**src/design/sma_pkg.sv**
```systemverilog
// Shared types and constants for the simple moving average core.
// Used by the front queue, the window sequencer, the divider and the top level.
// No dependencies.
package sma_pkg;

   localparam logic OP_ADD  = 1'b0;
   localparam logic OP_SEED = 1'b1;

   localparam int        WINDOW_SIZE_W     = 7;
   localparam logic [6:0] WINDOW_SIZE_RESET = 7'd8;

   localparam int QUEUE_DEPTH = 2;

   typedef struct packed {
      logic busy;
      logic done;
   } sma_div_status_type;

endpackage

```
**src/design/sma_front.sv**
```systemverilog
// Input side of the moving average core: takes request words, decodes the
// operation and holds them in a two-entry queue for the window sequencer.
// Depends on sma_pkg.
module sma_front #(
   parameter int SAMPLE_BITS = 24
) (
   input  logic                          clock,
   input  logic                          reset,
   input  logic                          req_valid,
   output logic                          req_ready,
   input  logic                          req_operation,
   input  logic signed [SAMPLE_BITS-1:0] req_sample,
   output logic                          item_valid,
   input  logic                          item_ready,
   output logic                          item_seed,
   output logic signed [SAMPLE_BITS-1:0] item_sample
);
   import sma_pkg::*;

   localparam int PTR_W = $clog2(QUEUE_DEPTH);
   localparam int CNT_W = $clog2(QUEUE_DEPTH + 1);

   logic [SAMPLE_BITS:0] entry_ff [QUEUE_DEPTH];
   logic [PTR_W-1:0]     wr_ptr_ff, wr_ptr_in;
   logic [PTR_W-1:0]     rd_ptr_ff, rd_ptr_in;
   logic [CNT_W-1:0]     fill_ff, fill_in;
   logic                 push, pop;

   assign req_ready  = (fill_ff != CNT_W'(QUEUE_DEPTH));
   assign item_valid = (fill_ff != '0);
   assign push       = req_valid & req_ready;
   assign pop        = item_valid & item_ready;

   assign item_seed   = entry_ff[rd_ptr_ff][SAMPLE_BITS];
   assign item_sample = entry_ff[rd_ptr_ff][SAMPLE_BITS-1:0];

   always_comb begin
      wr_ptr_in = wr_ptr_ff;
      rd_ptr_in = rd_ptr_ff;
      fill_in   = fill_ff;
      if (push) begin
         wr_ptr_in = (wr_ptr_ff == PTR_W'(QUEUE_DEPTH - 1)) ? '0 : wr_ptr_ff + 1'b1;
      end
      if (pop) begin
         rd_ptr_in = (rd_ptr_ff == PTR_W'(QUEUE_DEPTH - 1)) ? '0 : rd_ptr_ff + 1'b1;
      end
      if (push && !pop) begin
         fill_in = fill_ff + 1'b1;
      end else if (pop && !push) begin
         fill_in = fill_ff - 1'b1;
      end
   end

   always_ff @(posedge clock) begin
      if (reset) begin
         wr_ptr_ff <= '0;
         rd_ptr_ff <= '0;
         fill_ff   <= '0;
      end else begin
         wr_ptr_ff <= wr_ptr_in;
         rd_ptr_ff <= rd_ptr_in;
         fill_ff   <= fill_in;
      end
   end

   always_ff @(posedge clock) begin
      if (push) begin
         entry_ff[wr_ptr_ff] <= {(req_operation == OP_SEED), req_sample};
      end
   end

endmodule

```
**src/design/sma_div.sv**
```systemverilog
// Bit-serial signed divider: running sum over sample count, truncated
// toward zero, one quotient bit per cycle. Depends on sma_pkg.
module sma_div #(
   parameter int SUM_W       = 30,
   parameter int CNT_W       = 7,
   parameter int SAMPLE_BITS = 24
) (
   input  logic                                 clock,
   input  logic                                 reset,
   input  logic                                 start,
   input  logic signed [SUM_W-1:0]              dividend,
   input  logic [CNT_W-1:0]                     divisor,
   output sma_pkg::sma_div_status_type          status,
   output logic signed [SAMPLE_BITS-1:0]        quotient
);
   import sma_pkg::*;

   localparam int STEP_W = $clog2(SUM_W + 1);
   localparam int REM_W  = CNT_W + 1;

   logic              busy_ff, busy_in;
   logic              done_ff, done_in;
   logic              neg_ff, neg_in;
   logic [STEP_W-1:0] step_ff, step_in;
   logic [REM_W-1:0]  rem_ff, rem_in;
   logic [SUM_W-1:0]  quo_ff, quo_in;
   logic [CNT_W-1:0]  div_ff, div_in;
   logic [REM_W-1:0]  trial;
   logic [SUM_W-1:0]  quo_signed;

   assign trial = {rem_ff[CNT_W-1:0], quo_ff[SUM_W-1]};

   always_comb begin
      busy_in = busy_ff;
      done_in = 1'b0;
      neg_in  = neg_ff;
      step_in = step_ff;
      rem_in  = rem_ff;
      quo_in  = quo_ff;
      div_in  = div_ff;
      if (start) begin
         busy_in = 1'b1;
         neg_in  = dividend[SUM_W-1];
         quo_in  = dividend[SUM_W-1] ? SUM_W'(-dividend) : SUM_W'(dividend);
         rem_in  = '0;
         div_in  = divisor;
         step_in = STEP_W'(SUM_W);
      end else if (busy_ff) begin
         if (trial >= {1'b0, div_ff}) begin
            rem_in = trial - {1'b0, div_ff};
            quo_in = {quo_ff[SUM_W-2:0], 1'b1};
         end else begin
            rem_in = trial;
            quo_in = {quo_ff[SUM_W-2:0], 1'b0};
         end
         step_in = step_ff - 1'b1;
         if (step_ff == STEP_W'(1)) begin
            busy_in = 1'b0;
            done_in = 1'b1;
         end
      end
   end

   always_ff @(posedge clock) begin
      if (reset) begin
         busy_ff <= 1'b0;
         done_ff <= 1'b0;
         step_ff <= '0;
      end else begin
         busy_ff <= busy_in;
         done_ff <= done_in;
         step_ff <= step_in;
      end
   end

   always_ff @(posedge clock) begin
      neg_ff <= neg_in;
      rem_ff <= rem_in;
      quo_ff <= quo_in;
      div_ff <= div_in;
   end

   assign quo_signed  = neg_ff ? -quo_ff : quo_ff;
   assign quotient    = quo_signed[SAMPLE_BITS-1:0];
   assign status.busy = busy_ff;
   assign status.done = done_ff;

endmodule

```
**src/design/sma_back.sv**
```systemverilog
// Window sequencer of the moving average core: keeps the sample store,
// running sum and count, drops old entries and drives the result register.
// Depends on sma_pkg and sma_div.
module sma_back #(
   parameter int WINDOW_MAX  = 64,
   parameter int SAMPLE_BITS = 24,
   parameter int CNT_W       = 7,
   parameter int SUM_W       = 30
) (
   input  logic                                clock,
   input  logic                                reset,
   input  logic                                csr_valid,
   input  logic [sma_pkg::WINDOW_SIZE_W-1:0]   csr_window_size,
   input  logic                                item_valid,
   output logic                                item_ready,
   input  logic                                item_seed,
   input  logic signed [SAMPLE_BITS-1:0]       item_sample,
   output logic                                rsp_valid,
   input  logic                                rsp_ready,
   output logic signed [SAMPLE_BITS-1:0]       rsp_average,
   output logic [CNT_W-1:0]                    rsp_sample_count,
   output logic                                rsp_empty_res
);
   import sma_pkg::*;

   localparam int IDX_W = (WINDOW_MAX > 1) ? $clog2(WINDOW_MAX) : 1;
   localparam int LIM_W = (CNT_W > WINDOW_SIZE_W) ? CNT_W : WINDOW_SIZE_W;
   localparam int POS_W = CNT_W + 1;

   localparam logic [2:0] ST_IDLE     = 3'd0;
   localparam logic [2:0] ST_DROP_RD  = 3'd1;
   localparam logic [2:0] ST_DROP_SUB = 3'd2;
   localparam logic [2:0] ST_APPEND   = 3'd3;
   localparam logic [2:0] ST_CHECK    = 3'd4;
   localparam logic [2:0] ST_START    = 3'd5;
   localparam logic [2:0] ST_DIVIDE   = 3'd6;
   localparam logic [2:0] ST_FINISH   = 3'd7;

   logic [2:0]                    state_ff, state_in;
   logic [WINDOW_SIZE_W-1:0]      wsize_ff, wsize_in;
   logic [IDX_W-1:0]              oldest_ff, oldest_in;
   logic [CNT_W-1:0]              count_ff, count_in;
   logic signed [SUM_W-1:0]       sum_ff, sum_in;
   logic                          appended_ff, appended_in;
   logic signed [SAMPLE_BITS-1:0] sample_ff, sample_in;
   logic signed [SAMPLE_BITS-1:0] avg_ff, avg_in;
   logic                          rsp_valid_ff, rsp_valid_in;
   logic signed [SAMPLE_BITS-1:0] rsp_average_ff, rsp_average_in;
   logic [CNT_W-1:0]              rsp_count_ff, rsp_count_in;
   logic                          rsp_empty_ff, rsp_empty_in;

   logic [SAMPLE_BITS-1:0]        store [WINDOW_MAX];
   logic [SAMPLE_BITS-1:0]        rd_data_ff;
   logic                          wr_en;
   logic [IDX_W-1:0]              wr_addr;
   logic [SAMPLE_BITS-1:0]        wr_data;

   logic [LIM_W-1:0]              limit;
   logic [POS_W-1:0]              pos_sum;
   logic [IDX_W-1:0]              pos;
   logic                          div_start;
   sma_div_status_type            div_status;
   logic signed [SAMPLE_BITS-1:0] div_quotient;

   assign limit = (LIM_W'(wsize_ff) > LIM_W'(WINDOW_MAX)) ? LIM_W'(WINDOW_MAX)
                                                          : LIM_W'(wsize_ff);
   assign pos_sum = POS_W'(oldest_ff) + POS_W'(count_ff);
   assign pos = (pos_sum >= POS_W'(WINDOW_MAX)) ?
                IDX_W'(pos_sum - POS_W'(WINDOW_MAX)) : IDX_W'(pos_sum);

   assign item_ready = (state_ff == ST_IDLE);

   always_comb begin
      state_in       = state_ff;
      wsize_in       = csr_valid ? csr_window_size : wsize_ff;
      oldest_in      = oldest_ff;
      count_in       = count_ff;
      sum_in         = sum_ff;
      appended_in    = appended_ff;
      sample_in      = sample_ff;
      avg_in         = avg_ff;
      rsp_valid_in   = rsp_valid_ff & ~rsp_ready;
      rsp_average_in = rsp_average_ff;
      rsp_count_in   = rsp_count_ff;
      rsp_empty_in   = rsp_empty_ff;
      wr_en          = 1'b0;
      wr_addr        = pos;
      wr_data        = sample_ff;
      div_start      = 1'b0;
      unique case (state_ff)
         ST_IDLE: begin
            if (item_valid) begin
               sample_in   = item_sample;
               appended_in = 1'b0;
               if (item_seed) begin
                  wr_en     = 1'b1;
                  wr_addr   = '0;
                  wr_data   = item_sample;
                  oldest_in = '0;
                  count_in  = CNT_W'(1);
                  sum_in    = SUM_W'(item_sample);
                  state_in  = ST_START;
               end else if (count_ff >= CNT_W'(WINDOW_MAX)) begin
                  state_in = ST_DROP_RD;
               end else begin
                  state_in = ST_APPEND;
               end
            end
         end
         ST_DROP_RD: begin
            state_in = ST_DROP_SUB;
         end
         ST_DROP_SUB: begin
            sum_in    = sum_ff - SUM_W'($signed(rd_data_ff));
            oldest_in = (oldest_ff == IDX_W'(WINDOW_MAX - 1)) ? '0 : oldest_ff + 1'b1;
            count_in  = count_ff - 1'b1;
            state_in  = appended_ff ? ST_CHECK : ST_APPEND;
         end
         ST_APPEND: begin
            wr_en       = 1'b1;
            count_in    = count_ff + 1'b1;
            sum_in      = sum_ff + SUM_W'(sample_ff);
            appended_in = 1'b1;
            state_in    = ST_CHECK;
         end
         ST_CHECK: begin
            state_in = (LIM_W'(count_ff) > limit) ? ST_DROP_RD : ST_START;
         end
         ST_START: begin
            if (count_ff == '0) begin
               avg_in   = '0;
               state_in = ST_FINISH;
            end else begin
               div_start = 1'b1;
               state_in  = ST_DIVIDE;
            end
         end
         ST_DIVIDE: begin
            if (div_status.done) begin
               avg_in   = div_quotient;
               state_in = ST_FINISH;
            end
         end
         ST_FINISH: begin
            if (!rsp_valid_ff || rsp_ready) begin
               rsp_valid_in   = 1'b1;
               rsp_average_in = avg_ff;
               rsp_count_in   = count_ff;
               rsp_empty_in   = (count_ff == '0);
               state_in       = ST_IDLE;
            end
         end
         default: begin
            state_in = ST_IDLE;
         end
      endcase
   end

   always_ff @(posedge clock) begin
      if (reset) begin
         state_ff     <= ST_IDLE;
         wsize_ff     <= WINDOW_SIZE_RESET;
         oldest_ff    <= '0;
         count_ff     <= '0;
         sum_ff       <= '0;
         appended_ff  <= 1'b0;
         rsp_valid_ff <= 1'b0;
      end else begin
         state_ff     <= state_in;
         wsize_ff     <= wsize_in;
         oldest_ff    <= oldest_in;
         count_ff     <= count_in;
         sum_ff       <= sum_in;
         appended_ff  <= appended_in;
         rsp_valid_ff <= rsp_valid_in;
      end
   end

   always_ff @(posedge clock) begin
      sample_ff      <= sample_in;
      avg_ff         <= avg_in;
      rsp_average_ff <= rsp_average_in;
      rsp_count_ff   <= rsp_count_in;
      rsp_empty_ff   <= rsp_empty_in;
   end

   always_ff @(posedge clock) begin
      if (wr_en) begin
         store[wr_addr] <= wr_data;
      end
      rd_data_ff <= store[oldest_ff];
   end

   sma_div #(
      .SUM_W       (SUM_W),
      .CNT_W       (CNT_W),
      .SAMPLE_BITS (SAMPLE_BITS)
   ) u_div (
      .clock    (clock),
      .reset    (reset),
      .start    (div_start),
      .dividend (sum_ff),
      .divisor  (count_ff),
      .status   (div_status),
      .quotient (div_quotient)
   );

   assign rsp_valid        = rsp_valid_ff;
   assign rsp_average      = rsp_average_ff;
   assign rsp_sample_count = rsp_count_ff;
   assign rsp_empty_res    = rsp_empty_ff;

endmodule

```
**src/design/simple_moving_average_core.sv**
```systemverilog
// Top level of the simple moving average core.
// Depends on sma_pkg, sma_front and sma_back.
//
// Request words carry an operation (add a sample, or seed the window with one
// sample) and a signed sample with 8 fraction bits. Each request yields one
// response word: the truncated mean of the window, the number of stored
// samples and an empty flag (mean zero when the window is empty).
// The csr channel writes the window size; it is always ready and should be
// used only while no request is in flight.
// A two-word input queue accepts requests while the window sequencer works.
// The mean is computed by the bit-serial divider, which is skipped when the
// window is empty; every entry dropped from the window, on a full store or
// after the window size shrinks, adds a store read and a sum update.
// Reset empties the window, clears the queue and the response valid flag and
// sets the window size to 8. When the receiver stalls, the response is held
// in its register, the next word is computed behind it, and the queue fills
// before req_ready drops.
module simple_moving_average_core #(
   parameter int WINDOW_MAX  = 64,
   parameter int SAMPLE_BITS = 24
) (
   input  logic                                  clock,
   input  logic                                  reset,
   input  logic                                  req_valid,
   output logic                                  req_ready,
   input  logic                                  req_operation,
   input  logic signed [SAMPLE_BITS-1:0]         req_sample,
   output logic                                  rsp_valid,
   input  logic                                  rsp_ready,
   output logic signed [SAMPLE_BITS-1:0]         rsp_average,
   output logic [$clog2(WINDOW_MAX+1)-1:0]       rsp_sample_count,
   output logic                                  rsp_empty_res,
   input  logic                                  csr_valid,
   output logic                                  csr_ready,
   input  logic [sma_pkg::WINDOW_SIZE_W-1:0]     csr_window_size
);
   import sma_pkg::*;

   localparam int CNT_W = $clog2(WINDOW_MAX + 1);
   localparam int SUM_W = SAMPLE_BITS + $clog2(WINDOW_MAX);

   logic                          item_valid;
   logic                          item_ready;
   logic                          item_seed;
   logic signed [SAMPLE_BITS-1:0] item_sample;

   assign csr_ready = 1'b1;

   sma_front #(
      .SAMPLE_BITS (SAMPLE_BITS)
   ) u_front (
      .clock         (clock),
      .reset         (reset),
      .req_valid     (req_valid),
      .req_ready     (req_ready),
      .req_operation (req_operation),
      .req_sample    (req_sample),
      .item_valid    (item_valid),
      .item_ready    (item_ready),
      .item_seed     (item_seed),
      .item_sample   (item_sample)
   );

   sma_back #(
      .WINDOW_MAX  (WINDOW_MAX),
      .SAMPLE_BITS (SAMPLE_BITS),
      .CNT_W       (CNT_W),
      .SUM_W       (SUM_W)
   ) u_back (
      .clock            (clock),
      .reset            (reset),
      .csr_valid        (csr_valid),
      .csr_window_size  (csr_window_size),
      .item_valid       (item_valid),
      .item_ready       (item_ready),
      .item_seed        (item_seed),
      .item_sample      (item_sample),
      .rsp_valid        (rsp_valid),
      .rsp_ready        (rsp_ready),
      .rsp_average      (rsp_average),
      .rsp_sample_count (rsp_sample_count),
      .rsp_empty_res    (rsp_empty_res)
   );

endmodule

```
**config.mk**
```make
export PLATFORM = sky130hd
export DESIGN_NAME = simple_moving_average_core
export DESIGN_NICKNAME = d
export VERILOG_FILES = /design/src/design/sma_pkg.sv /design/src/design/sma_front.sv /design/src/design/sma_div.sv /design/src/design/sma_back.sv /design/src/design/simple_moving_average_core.sv
export SDC_FILE = /design/constraint.sdc
export NUM_CORES = 2
export LEC_CHECK = 0
export BUFFER_PORTS_ARGS = -buffer_cell sky130_fd_sc_hd__buf_2
export CAP_MARGIN = 0
export CORE_ASPECT_RATIO = 0.7
export CORE_MARGIN = 2
export CORE_UTILIZATION = 60
export DETAILED_ROUTE_END_ITERATION = 6
export PLACE_DENSITY = 0.77
export SYNTH_ARGS = -nofsm -noshare
export SYNTH_HDL_FRONTEND = slang
export SYNTH_SLANG_ARGS = --single-unit
```
**constraint.sdc**
```tcl
create_clock -name clock -period 10.1 [get_ports clock]
set_input_delay 2.02 -clock clock [delete_from_list [all_inputs] [get_ports clock]]
set_output_delay 2.02 -clock clock [all_outputs]
set_load 0.02 [all_outputs]
```
Word level (Yosys, flattened, before mapping)
Memory sizes are Yosys's and may differ from the RTL's. A register that Yosys moved wholly into a read port is not among the register bits.
Cells that the tools add are included.
W data, S select, Z words.
{ "totals": {"n_memories": 2, "latchBits": 0, "reg_bits": 191, "mem_bits_ro": 0, "ram_bits": 1586, "inputBits": 37} }
{ "op_classes": {"eq_ne": 15, "n_addsub": 15, "n_bitwise": 5, "n_reduce_logical": 24, "div": 0, "shift": 0, "mux": 61, "n_mul": 0, "n_lt_le_gt_ge": 5} }
{ "memory_table": {"columns": ["memory", "words", "width", "rd", "rd_clocked_by_memory_dff", "write_ports", "line_no", "rtl"], "rows": [
  ["u_back.store", 64, 24, 1, 1, 1, "sma_back.sv:52", "logic [SAMPLE_BITS-1:0] store [WINDOW_MAX];"],
  ["u_front.entry_ff", 2, 25, 1, 1, 1, "sma_front.sv:23", "logic [SAMPLE_BITS:0] entry_ff [QUEUE_DEPTH];"]
]} }
{ "op_table": {"columns": ["cell", "n"], "rows": [
  ["$mux W30", 5],
  ["$mux W24", 6],
  ["$pmux W30 S3", 1],
  ["$pmux W24 S2", 1],
  ["$mux W6", 7],
  ["$add A30 B24 Y30", 1],
  ["$neg A30 Y30", 1],
  ["$sub A30 B24 Y30", 1],
  ["$mux W7", 4],
  ["$neg A24 Y24", 1],
  ["$pmux W3 S8", 1],
  ["$mux W1", 21],
  ["$pmux W7 S3", 1],
  ["$mux W3", 6],
  ["$eq A3 B3 Y1 const B", 4],
  ["$pmux W6 S2", 1],
  ["$reduce_and A3 Y1", 4],
  ["$reduce_bool A2 Y1", 6],
  ["$mux W5", 2],
  ["$add A6 B7 Y8", 1],
  ["$ge A8 B7 Y1", 1],
  ["$ge A8 B7 Y1 const B", 1],
  ["$add A7 B1 Y7 const B", 1],
  ["$ge A7 B7 Y1 const B", 1],
  ["29 further kinds", 46]
]} }

Logic depth before layout (Yosys ltp)
{ "logic_depth": {"depth_word": 6, "depth_mapped": 19, "depth_no_buf": 17} }

Hierarchy
From an unflattened synthesis, not the netlist that was laid out.
{ "unflattened": {"hier_cells": 3742, "hier_area_um2": 72662.2} }
{ "by_module_without_submodules": {"columns": ["mod", "area_each_um2", "n_inst", "cells_per_inst"], "rows": [
  ["sma_back", 67025.5, 1, 3244],
  ["sma_div", 3602.2, 1, 394],
  ["sma_front", 2023.2, 1, 102],
  ["simple_moving_average_core", 11.3, 1, 2]
]} }

Worst setup path after synthesis
No wires, ideal clock.
{ "synth_path": {"path_kind": "reg-to-reg", "start": "register u_back.state_ff[0]", "end": "memory u_back.store[0][2] (data pin)", "synth_period_minus_slack_ns": 4.036, "path_stages_with_launch": 9, "path_buffers": 4, "arrival_ns": 3.537, "setup_slack_ns": 6.064, "required_ns": 9.601, "path_cell_list": "dfxtp_1 clkbuf_1 or4_1 clkbuf_1 nor2_1 clkbuf_1 buf_1 nor2_1 nor2_1"} }
{ "synth_via": {"elab_chain_len": 2} }
{ "synth_lines": {"columns": ["element", "line_no", "rtl"], "rows": [
  ["from (decl)", "sma_back.sv:39", "logic [2:0] state_ff, state_in;"],
  ["from (signal assigned)", "sma_back.sv:169", "state_ff <= state_in;"],
  ["$logic_not A3 Y1", "sma_back.sv:90", "unique case (state_ff)"],
  ["$mux W24", "sma_back.sv:90", null],
  ["named net u_back.wr_data[2]", "sma_back.sv:56", "logic [SAMPLE_BITS-1:0] wr_data;"],
  ["to (decl)", "sma_back.sv:52", null]
]} }
The timed path passes the listed nets, and every way through them passes these cells.

Worst setup path after layout
{ "layout_path": {"start": "register u_back.state_ff[1]", "end": "register u_back.sum_ff[24]"} }
{ "layout_via": {"elab_chain_len": 3} }
{ "layout_lines": {"columns": ["element", "line_no", "rtl"], "rows": [
  ["$eq A3 B2 Y1 / $logic_not A3 Y1 (equally long branches)", "sma_back.sv:90", null],
  ["$reduce_bool A3 Y1 (no line), or another cell as far along", null, null],
  ["$reduce_and A3 Y1 (no line)", null, null],
  ["to (signal assigned)", "sma_back.sv:173", "sum_ff <= sum_in;"],
  ["to (decl)", "sma_back.sv:43", "logic signed [SUM_W-1:0] sum_ff, sum_in;"]
]} }
Parallel ways exist; a longest one is shown, timed or not.
A chain may end at the register's enable or synchronous reset.

==> results_dict.tcl <==
set metrics [dict create \
    drt-initial-drc-count 5101 \
    worst_pin_slew_ps 1313 \
    track_usage 0.2864 \
    cts_sinks 1802 \
    syn-cell-area_mm2 0.07221 \
    drc 0 \
    period_minus_slack_ps 5059 \
    end_kind "register" \
    setup_tns_ps 0 \
    drtPass1Iterations 5 \
    cts_setup_buffers 0 \
    worstSkewPairLatency_ps 800 \
    slew_viol_final 0 \
    die_area_mm2 0.1232 \
    numCtsBuffers 159 \
    grt-ovfl-total 0 \
    synth_edf_count 1704 \
    syn_to_final_growth_pct 10.86 \
    num_vias 36980 \
    final-hold-violation-count 0 \
    static-leakage-power_nw 24.88 \
    synth_ff_type "edfxtp_1" \
    fp-row-count 106 \
    ys_ff_latch 1802 \
    final_common_cell "edfxtp_1" \
    critPathMaxFanout 48 \
    place_congestion 0.8817 \
    cp-start-kind "register" \
    synth.lib_cells_used.distinct 64 \
    hold_slack_ps 416.9 \
    placed_cells 5220 \
    pin_count 72 \
    grt_setup_unrepaired "no" \
    viasPerCell 6.708 \
    cp.arrival_ps 5690 \
    status "completed" \
    wl_per_cell_um 31.37 \
    p_int_mw 14.97 \
    synth_top_area_cell "edfxtp_1" \
    yosysWarnings 0 \
    hold_class "register to register" \
    grt_max_degree 107 \
    die_h_um 294.3 \
    synth_nets 3790 \
    port_buffers 70 \
    final_cell_mix "edfxtp_1 (1704), mux4_2 (480), nor2_1 (170)" \
    peakVddDrop_v 0.0002227 \
    cts-resized-gates 0 \
    seq_power_share 0.469 \
    grt_pass1_vias 36130 \
    switching_share 0.3082 \
    worst_slew_margin_rel 0.1249 \
    pwr-share-clk 0.276 \
    p_total_mw 21.63 \
    finalSetupViolations 0 \
    layout.cells.non_filler 5512 \
    switchingPower_mw 6.668 \
    dp_hpwl_mm 95.66 \
    synth_area_leaders "edfxtp_1 (71%), mux4_2 (15%), dfxtp_1 (2.7%)" \
    crit_required_ps 10740 \
    antenna_found_initial 4 \
    fmax_mhz 197.7 \
    initial_utilization 0.6050 \
    cts_root_buffer "clkbuf_16" \
    cap_violations 0 \
    clock_skew_ps 34.41 \
    cts_tree "done" \
    htreeDepth 4 \
    synth-async-reset-ratio 0 \
    cts_buffer_depth 3 \
    die_x_um 418.7 \
    period_share 0.5009 \
    core_area_mm2 0.1194 \
    ant_nets 0 \
    nets 3920 \
    cts.clk_slew.worst_paths_ps 70 \
    drive_gt1_frac 0.2568 \
    postCtsHoldBufs 0 \
    synthesis.area_per_instance_um2 19.60 \
    synth_top_area_share 0.7086 \
    seq_area_frac_synth 0.7357 \
    synth_cells 3685 \
    worstSetupPathType "register to register" \
    p_comb_frac 0.255 \
    drt-total-wl_mm 172.9 \
    power_density_mw_per_mm2 270.2 \
    grt_pass1_wl_mm 251.3 \
]
==> final timing paths <==
kind | endpoint | depth (start not counted) | slack, ps | from
worst max register to register | u_back.sum_ff[24] | 18 | 5040 | u_back.state_ff[1]
worst min-delay path | u_back.rsp_average[11] | 0 | 420 | u_back.avg_ff[11]
worst min register to register | u_back.rsp_average[11] | 0 | 420 | u_back.avg_ff[11]
worst max-delay path | u_back.sum_ff[24] | 18 | 5040 | u_back.state_ff[1]
==> critical path: stages, from the launching register on <==
cell and delay, ps:
dfxtp_1 780, nor2b_2 260, buf_4 370, nand2_2 80, buf_4 300, inv_1 480
nand2_1 100, o21ai_0 100, ha_1 220, inv_1 70, fa_1 400, nand2b_1 200
a21oi_1 260, o221ai_1 280, a211oi_1 380, nor3_1 140, o21ai_0 240, xnor2_1 160
o22ai_1 90
==> through the flow <==
step / util / setup slack (ps) / cell area [um2]
2_1_floorplan: - / 6064 / 72210
3_3_place_gp: 0.6285 / 5218 / 75020
3_5_place_dp: 0.6285 / 5114 / 75020
4_1_cts: 0.6707 / 5112 / 80050
5_1_grt: 0.6707 / 4620 / 80050
6_report: 0.6707 / 5041 / 80060
==> flip-flops by register name, summed over array words and instances (netlist names), 2 cells and up, named ones only <==
name	count
u_back.avg_ff	24
u_back.count_ff	7
u_back.oldest_ff	6
u_back.rd_data_ff	24
u_back.rsp_average	24
u_back.rsp_sample_count	7
u_back.sample_ff	24
u_back.state_ff	3
u_back.store	1536
u_back.sum_ff	30
u_back.u_div.div_ff	7
u_back.u_div.quo_ff	30
u_back.u_div.rem_ff	7
u_back.u_div.step_ff	5
u_back.wsize_ff	7
u_front.entry_ff	50
u_front.fill_ff	2
==> logic make-up (layout without fill, tap and decap cells) <==
| group | Yosys count | count (layout) | share of synthesized area |
|---|---|---|---|
| flops | 1802 | 1802 | 0.7357 |
| simple gates | 583 | 583 | 0.03677 |
| compound gates | 338 | 338 | 0.02826 |
| other cells | 1 | 2 | 0.00005193 |
| xor+xnor | 108 | 108 | 0.01310 |
| mux | 566 | 566 | 0.1625 |
| buf+inv | 219 | 479 | 0.01144 |
| fa+ha+maj | 68 | 68 | 0.01220 |
==> power groups by stage <==
stage	clock, mW	sequential [mW]	combinational [mW]
2_1_floorplan	0	10.1	3.77
3_3_place_gp	0	10.3	5.31
3_5_place_dp	0	10.3	5.44
4_1_cts	6.03	10.1	5.49
5_1_grt	6.29	10.2	5.99
6_report	5.98	10.1	5.52
==> cell type report <==
class	count	area, um2
sequential	1802	53150
fill	7411	39310
multi-input combinational	1664	18790
clock buffer	201	4220
tap	1566	1959
timing repair buffer	150	975.9
clock inverter	90	814.5
inverter	38	142.6
antenna	1	2.502
==> cell usage after synthesis (all sizes together), types with 9 or more instances <==
| master | n |
|---|---|
| nor2 | 253 |
| nor4 | 9 |
| nor3 | 28 |
| nor2b | 16 |
| or3 | 31 |
| clkbuf | 132 |
| a21oi | 91 |
| xnor2 | 36 |
| o31ai | 18 |
| edfxtp | 1704 |
| ha | 64 |
| nand2b | 25 |
| mux2i | 38 |
| buf | 49 |
| nand2 | 146 |
| and3 | 9 |
| mux4 | 480 |
| a21o | 17 |
| o21ai | 121 |
| o22ai | 11 |
| o21a | 15 |
| dfxtp | 98 |
| inv | 38 |
| mux2 | 48 |
| or4 | 9 |
| nand3 | 24 |
| xor2 | 72 |
| a211oi | 11 |
==> layer usage <==
metal  up-vias  track usage  wire length (um)  share of wire
met4         4      0.07669              3977          0.023
li1      15270            -                 -              -
met1     19090       0.4338             69760           0.40
met2      2348       0.4306             80020           0.46
met3       262      0.06181             19120           0.11
met5         -            0                21        0.00012
Power figures use the tool's default switching activity.
